## config.mk

```make
export PLATFORM = sky130hd
export DESIGN_NAME = dsm_ram
export DESIGN_NICKNAME = d
export VERILOG_FILES = /design/src/hw/rtl/dual_stack_machine_core_macros.svh /design/src/hw/rtl/dsm_ram.sv
export SDC_FILE = /design/constraint.sdc
export NUM_CORES = 1
export LEC_CHECK = 0
export BUFFER_PORTS_ARGS = -buffer_cell sky130_fd_sc_hd__buf_2
export CORE_MARGIN = 5
export CORE_UTILIZATION = 55
export DETAILED_ROUTE_END_ITERATION = 7
export GPL_TIMING_DRIVEN = 0
export PLACE_DENSITY_LB_ADDON = 0.12
export SYNTH_ARGS = -nofsm -noshare
export SYNTH_HDL_FRONTEND = slang
export SYNTH_SLANG_ARGS = --single-unit
export TNS_END_PERCENT = 1
```

## constraint.sdc

```tcl
create_clock -name clk -period 3.42 [get_ports clk]
set_input_delay 0.513 -clock clk [delete_from_list [all_inputs] [get_ports clk]]
set_output_delay 0.513 -clock clk [all_outputs]
set_load 0.03 [all_outputs]
```

## src/hw/rtl/dual_stack_machine_core_macros.svh

```systemverilog
// Assertion macros for the dual stack machine core.
// Used by the top level only; needs nothing else.
`ifndef DUAL_STACK_MACHINE_CORE_MACROS_SVH
`define DUAL_STACK_MACHINE_CORE_MACROS_SVH

// Same-cycle implication under an active-low reset.
`define DSM_ASSERT_NOW(label, clk, rst_n, ante, cons, msg) \
    label: assert property (@(posedge clk) disable iff (!rst_n) (ante) |-> (cons)) \
        else $error(msg);

// Next-cycle implication under an active-low reset.
`define DSM_ASSERT_NEXT(label, clk, rst_n, ante, cons, msg) \
    label: assert property (@(posedge clk) disable iff (!rst_n) (ante) |=> (cons)) \
        else $error(msg);

`endif

```

## src/hw/rtl/dsm_ram.sv

```systemverilog
// Single write port, single registered read port memory.
// Generic; no dependencies.
`default_nettype none
module dsm_ram #(
    parameter int DEPTH = 16,
    parameter int WIDTH = 32
) (
    input  wire logic                     clk,
    input  wire logic                     we,
    input  wire logic [$clog2(DEPTH)-1:0] waddr,
    input  wire logic [WIDTH-1:0]         wdata,
    input  wire logic [$clog2(DEPTH)-1:0] raddr,
    output logic      [WIDTH-1:0]         rdata
);

    logic [WIDTH-1:0] mem [DEPTH];

    always_ff @(posedge clk)
    begin
        if (we)
        begin
            mem[waddr] <= wdata;
        end
        rdata <= mem[raddr];
    end

endmodule
`default_nettype wire

```

---- Word level (Yosys, flattened, before mapping) ----
Memory sizes are Yosys's and may differ from the RTL's. A register that Yosys moved wholly into a read port is not among the register bits.
Cells that the tools add are included.
Widths: inputs -> output; s select.
storage, ports and cells
  memories ................................ 1
  register bits ........................... 0
  memory bits (writable) .................. 512
  output and inout port bits .............. 32
  logic and storage cells ................. 3
  input port bits ......................... 42
memories
  memory  words  width  rd ports  clocked after Yosys merged registers in  write ports  line           source
  mem     16     32     1         1                                        1            dsm_ram.sv:16  logic [WIDTH-1:0] mem [DEPTH];
cells by class
  multiplexer cells ....................... 2
operator list
  operator  number
  $mux 1    2

---- Depth between registers and ports, before layout ----
  depth after elaboration ................. 2
  gate-level depth with buffers ........... 5
  gate-level depth less buffers ........... 3

---- Worst setup path before layout ----
No wires, ideal clock.
  path type ............................... input port to flip-flop
  from .................................... in waddr[2]
  to ...................................... mem mem[0][0] (enable)
  cell stages on the path ................. 2
  path slack .............................. -273 ps
  buffers on the path ..................... 0
  library setup time ...................... 461 ps
  arrival time ............................ 3231 ps
  required time ........................... 2959 ps
  cells stage by stage .................... or3b_2 nor3_1
RTL lines
  what                line           source
  start: declaration  dsm_ram.sv:10  input wire logic [$clog2(DEPTH)-1:0] waddr,
  end: declaration    dsm_ram.sv:16
Straight into the memory's write port.

---- Worst setup path after layout ----
  from .................................... in waddr[2]
  to ...................................... mem mem[0][1] (enable)
Straight into the memory's write port.

==> results_dict.tcl <==
set metrics [dict create \
    path_max_fanout 13 \
    clock_skew_ps 10.6 \
    power.switching_mw 2.77 \
    ctsHtreeMaxLevel 2 \
    critPathRequiredTime_ps 3680 \
    layout_commonest_cell "edfxtp_1" \
    final_nets 1029 \
    clkSinkCount 544 \
    power_density_mw_per_mm2 596 \
    clkTransAtPathRegs_ps 60 \
    cp.arrival_ps 2270 \
    firstDrtPassIters 5 \
    critical_path.endpoint_type "flop" \
    grt_first_pass_wirelength_um 62900 \
    min_period_over_period_pct 58.8 \
    dp_slack_ps 796 \
    avgViaCountPerCell 6.12 \
    hold_path_class "input pin to flop" \
    place_area_mm2 0.0213 \
    status "complete, no violations" \
    start_util_pct 55.8 \
    worst_pin_slew_ps 1060 \
    holdBufCountCts 0 \
    drt_wl_total_um 42100 \
    grt_max_degree 23 \
    netlist_area_mm2 0.0199 \
    switching_share_pct 20.3 \
    hold_ws_ps 318 \
    yosys.area.top_type_share_pct 77.4 \
    cts_buffers 52 \
    hold_violations 0 \
    cts.path.max_buffers 3 \
    fp.dieArea_mm2 0.0400 \
    wl_per_cell_um 28.3 \
    fin_tns_setup_ps 0 \
    total_leakage_power_nw 7.39 \
    yosys.cell_types.count 18 \
    intPower_mw 10.9 \
    p_clk_share_pct 39.7 \
    yosysWarnings 0 \
    grt_pass1_vias 9681 \
    report.final.slew_viol_count 0 \
    postCtsSetupBuffers 0 \
    antenna_found_initial 0 \
    critPathLaunchType "input pin" \
    maxCapViolCount 0 \
    fillers 2365 \
    setup_viol 0 \
    dr_total_vias 9091 \
    sequentialPowerShare_pct 54.8 \
    drc_errors 0 \
    gr-usage-all-layers_pct 21.8 \
    slew_headroom_pct 28.6 \
    synth_seq_cells 544 \
    synth_top_area_cell "edfxtp_1" \
    fin_crit_ps 2010 \
    synth_area_leaders "edfxtp_1 (77%), mux4_2 (15%), dfxtp_1 (3.2%), a22oi_1 (2.4%), nand2_1 (0.62%)" \
    irDropWorstVdd_mv 0.523 \
    ctsResizeCount 0 \
    detail-route-antenna-nets 0 \
    yosysSeqAreaShare_pct 80.7 \
    syn_nets 880 \
    syn-instance-count 838 \
    hpwl_um 26100 \
    insertion_delay_ps 560 \
    combPwrFrac_pct 5.6 \
    core.rowCount 69 \
    grt_overflow 0 \
    numPortBuffers 71 \
    core_mm2 0.0356 \
    cts_root_buf "clkbuf_16" \
    path_class "input pin to flop" \
    final_area_mm2 0.0229 \
    cts_tree "built" \
    final_cell_mix "edfxtp_1 (512), mux4_2 (128), buf_2 (75)" \
    drive_gt1_share_pct 31.5 \
    rsz0062_at_grt "false" \
    gp_congestion 0.745 \
    area_delta_synth_final_pct 15.5 \
    die_y_um 200 \
    fin_ws_ps 1410 \
    io_pins 74 \
    fmax_mhz 497 \
    diodes 0 \
    synth_area_per_cell_um2 23.7 \
    drt-initial-drc-count 860 \
    die_w_um 200 \
]
## logic make-up (layout without fill, tap and decap cells)
logic type	after synthesis	in the layout	synth area share (%)
AOI/OAI and AO/OA	64	64	2.42
muxes	128	128	14.5
DFF	544	544	80.7
buffers and inverters	43	230	1.12
and+or+nand+nor	59	59	1.27
## Yosys cell counts
cell type and number:
a22oi_1 64, buf_2 4, nor2b_1 2, nand3b_1 2
dfxtp_1 32, nand2_1 33, buf_6 2, clkbuf_1 17
nor2_1 13, buf_4 11, buf_1 9, or3b_2 1
mux4_2 128, edfxtp_1 512, nand2b_1 2, nand3_1 1
and2_1 1, nor3_1 4
## flip-flops by register name (all words and copies together) (netlist names)
| name | flops |
|---|---|
| mem | 512 |
| rdata | 32 |
## cell type report
| type | count | area (um2) | share of cell area [%] |
|---|---|---|---|
| flip-flops and latches | 544 | 16000 | 69.8 |
| multi-input cells | 251 | 3730 | 16.3 |
| clock buffers | 76 | 1460 | 6.38 |
| repair buffers | 95 | 774 | 3.38 |
| well taps | 461 | 577 | 2.52 |
| plain buffers | 43 | 223 | 0.971 |
| clock inverters | 16 | 145 | 0.633 |
## critical path, stage by stage
cell	delay, ps
buf_2	120
or3b_2	600
nor3_4	620
buf_16	230
buf_16	160
## through the flow
step	cells	total power [mW]	utilization, %
finish	1486	13.7	64.5
detailed placement	1394	8.40	59.9
floorplan	838	8.08	-
global route	1486	14.1	64.5
CTS	1486	13.8	64.5
global placement	1370	8.35	58.5
## power by group through the flow
stage	logic, mW	registers, mW	clock network, mW
3_5_place_dp	0.772	7.63	0
3_3_place_gp	0.720	7.63	0
5_1_grt	0.818	7.50	5.81
2_1_floorplan	0.358	7.72	0
4_1_cts	0.774	7.49	5.51
6_report	0.760	7.49	5.42
## path summary, 6_finish.rpt
check | from | depth (start not counted) | slack, ps | endpoint
worst max register to register | mem[10][17]$_DFFE_PP_ | 3 | 1940 | rdata[17]$_DFF_P_
worst min register to register | mem[15][30]$_DFFE_PP_ | 3 | 670 | rdata[30]$_DFF_P_
worst min-delay path | wdata[12] | 1 | 320 | mem[2][12]$_DFFE_PP_
worst max-delay path | waddr[2] | 5 | 1410 | mem[0][1]$_DFFE_PP_
## routing by layer
layer	GRT usage [%]	wire length, um	vias to the layer above
met1	31.7	17200	4820
li1	-	-	3877
met5	0	0	-
met4	5.01	817	0
met2	36.1	21200	333
met3	3.39	2810	61
(Power assumes the default switching activity.)
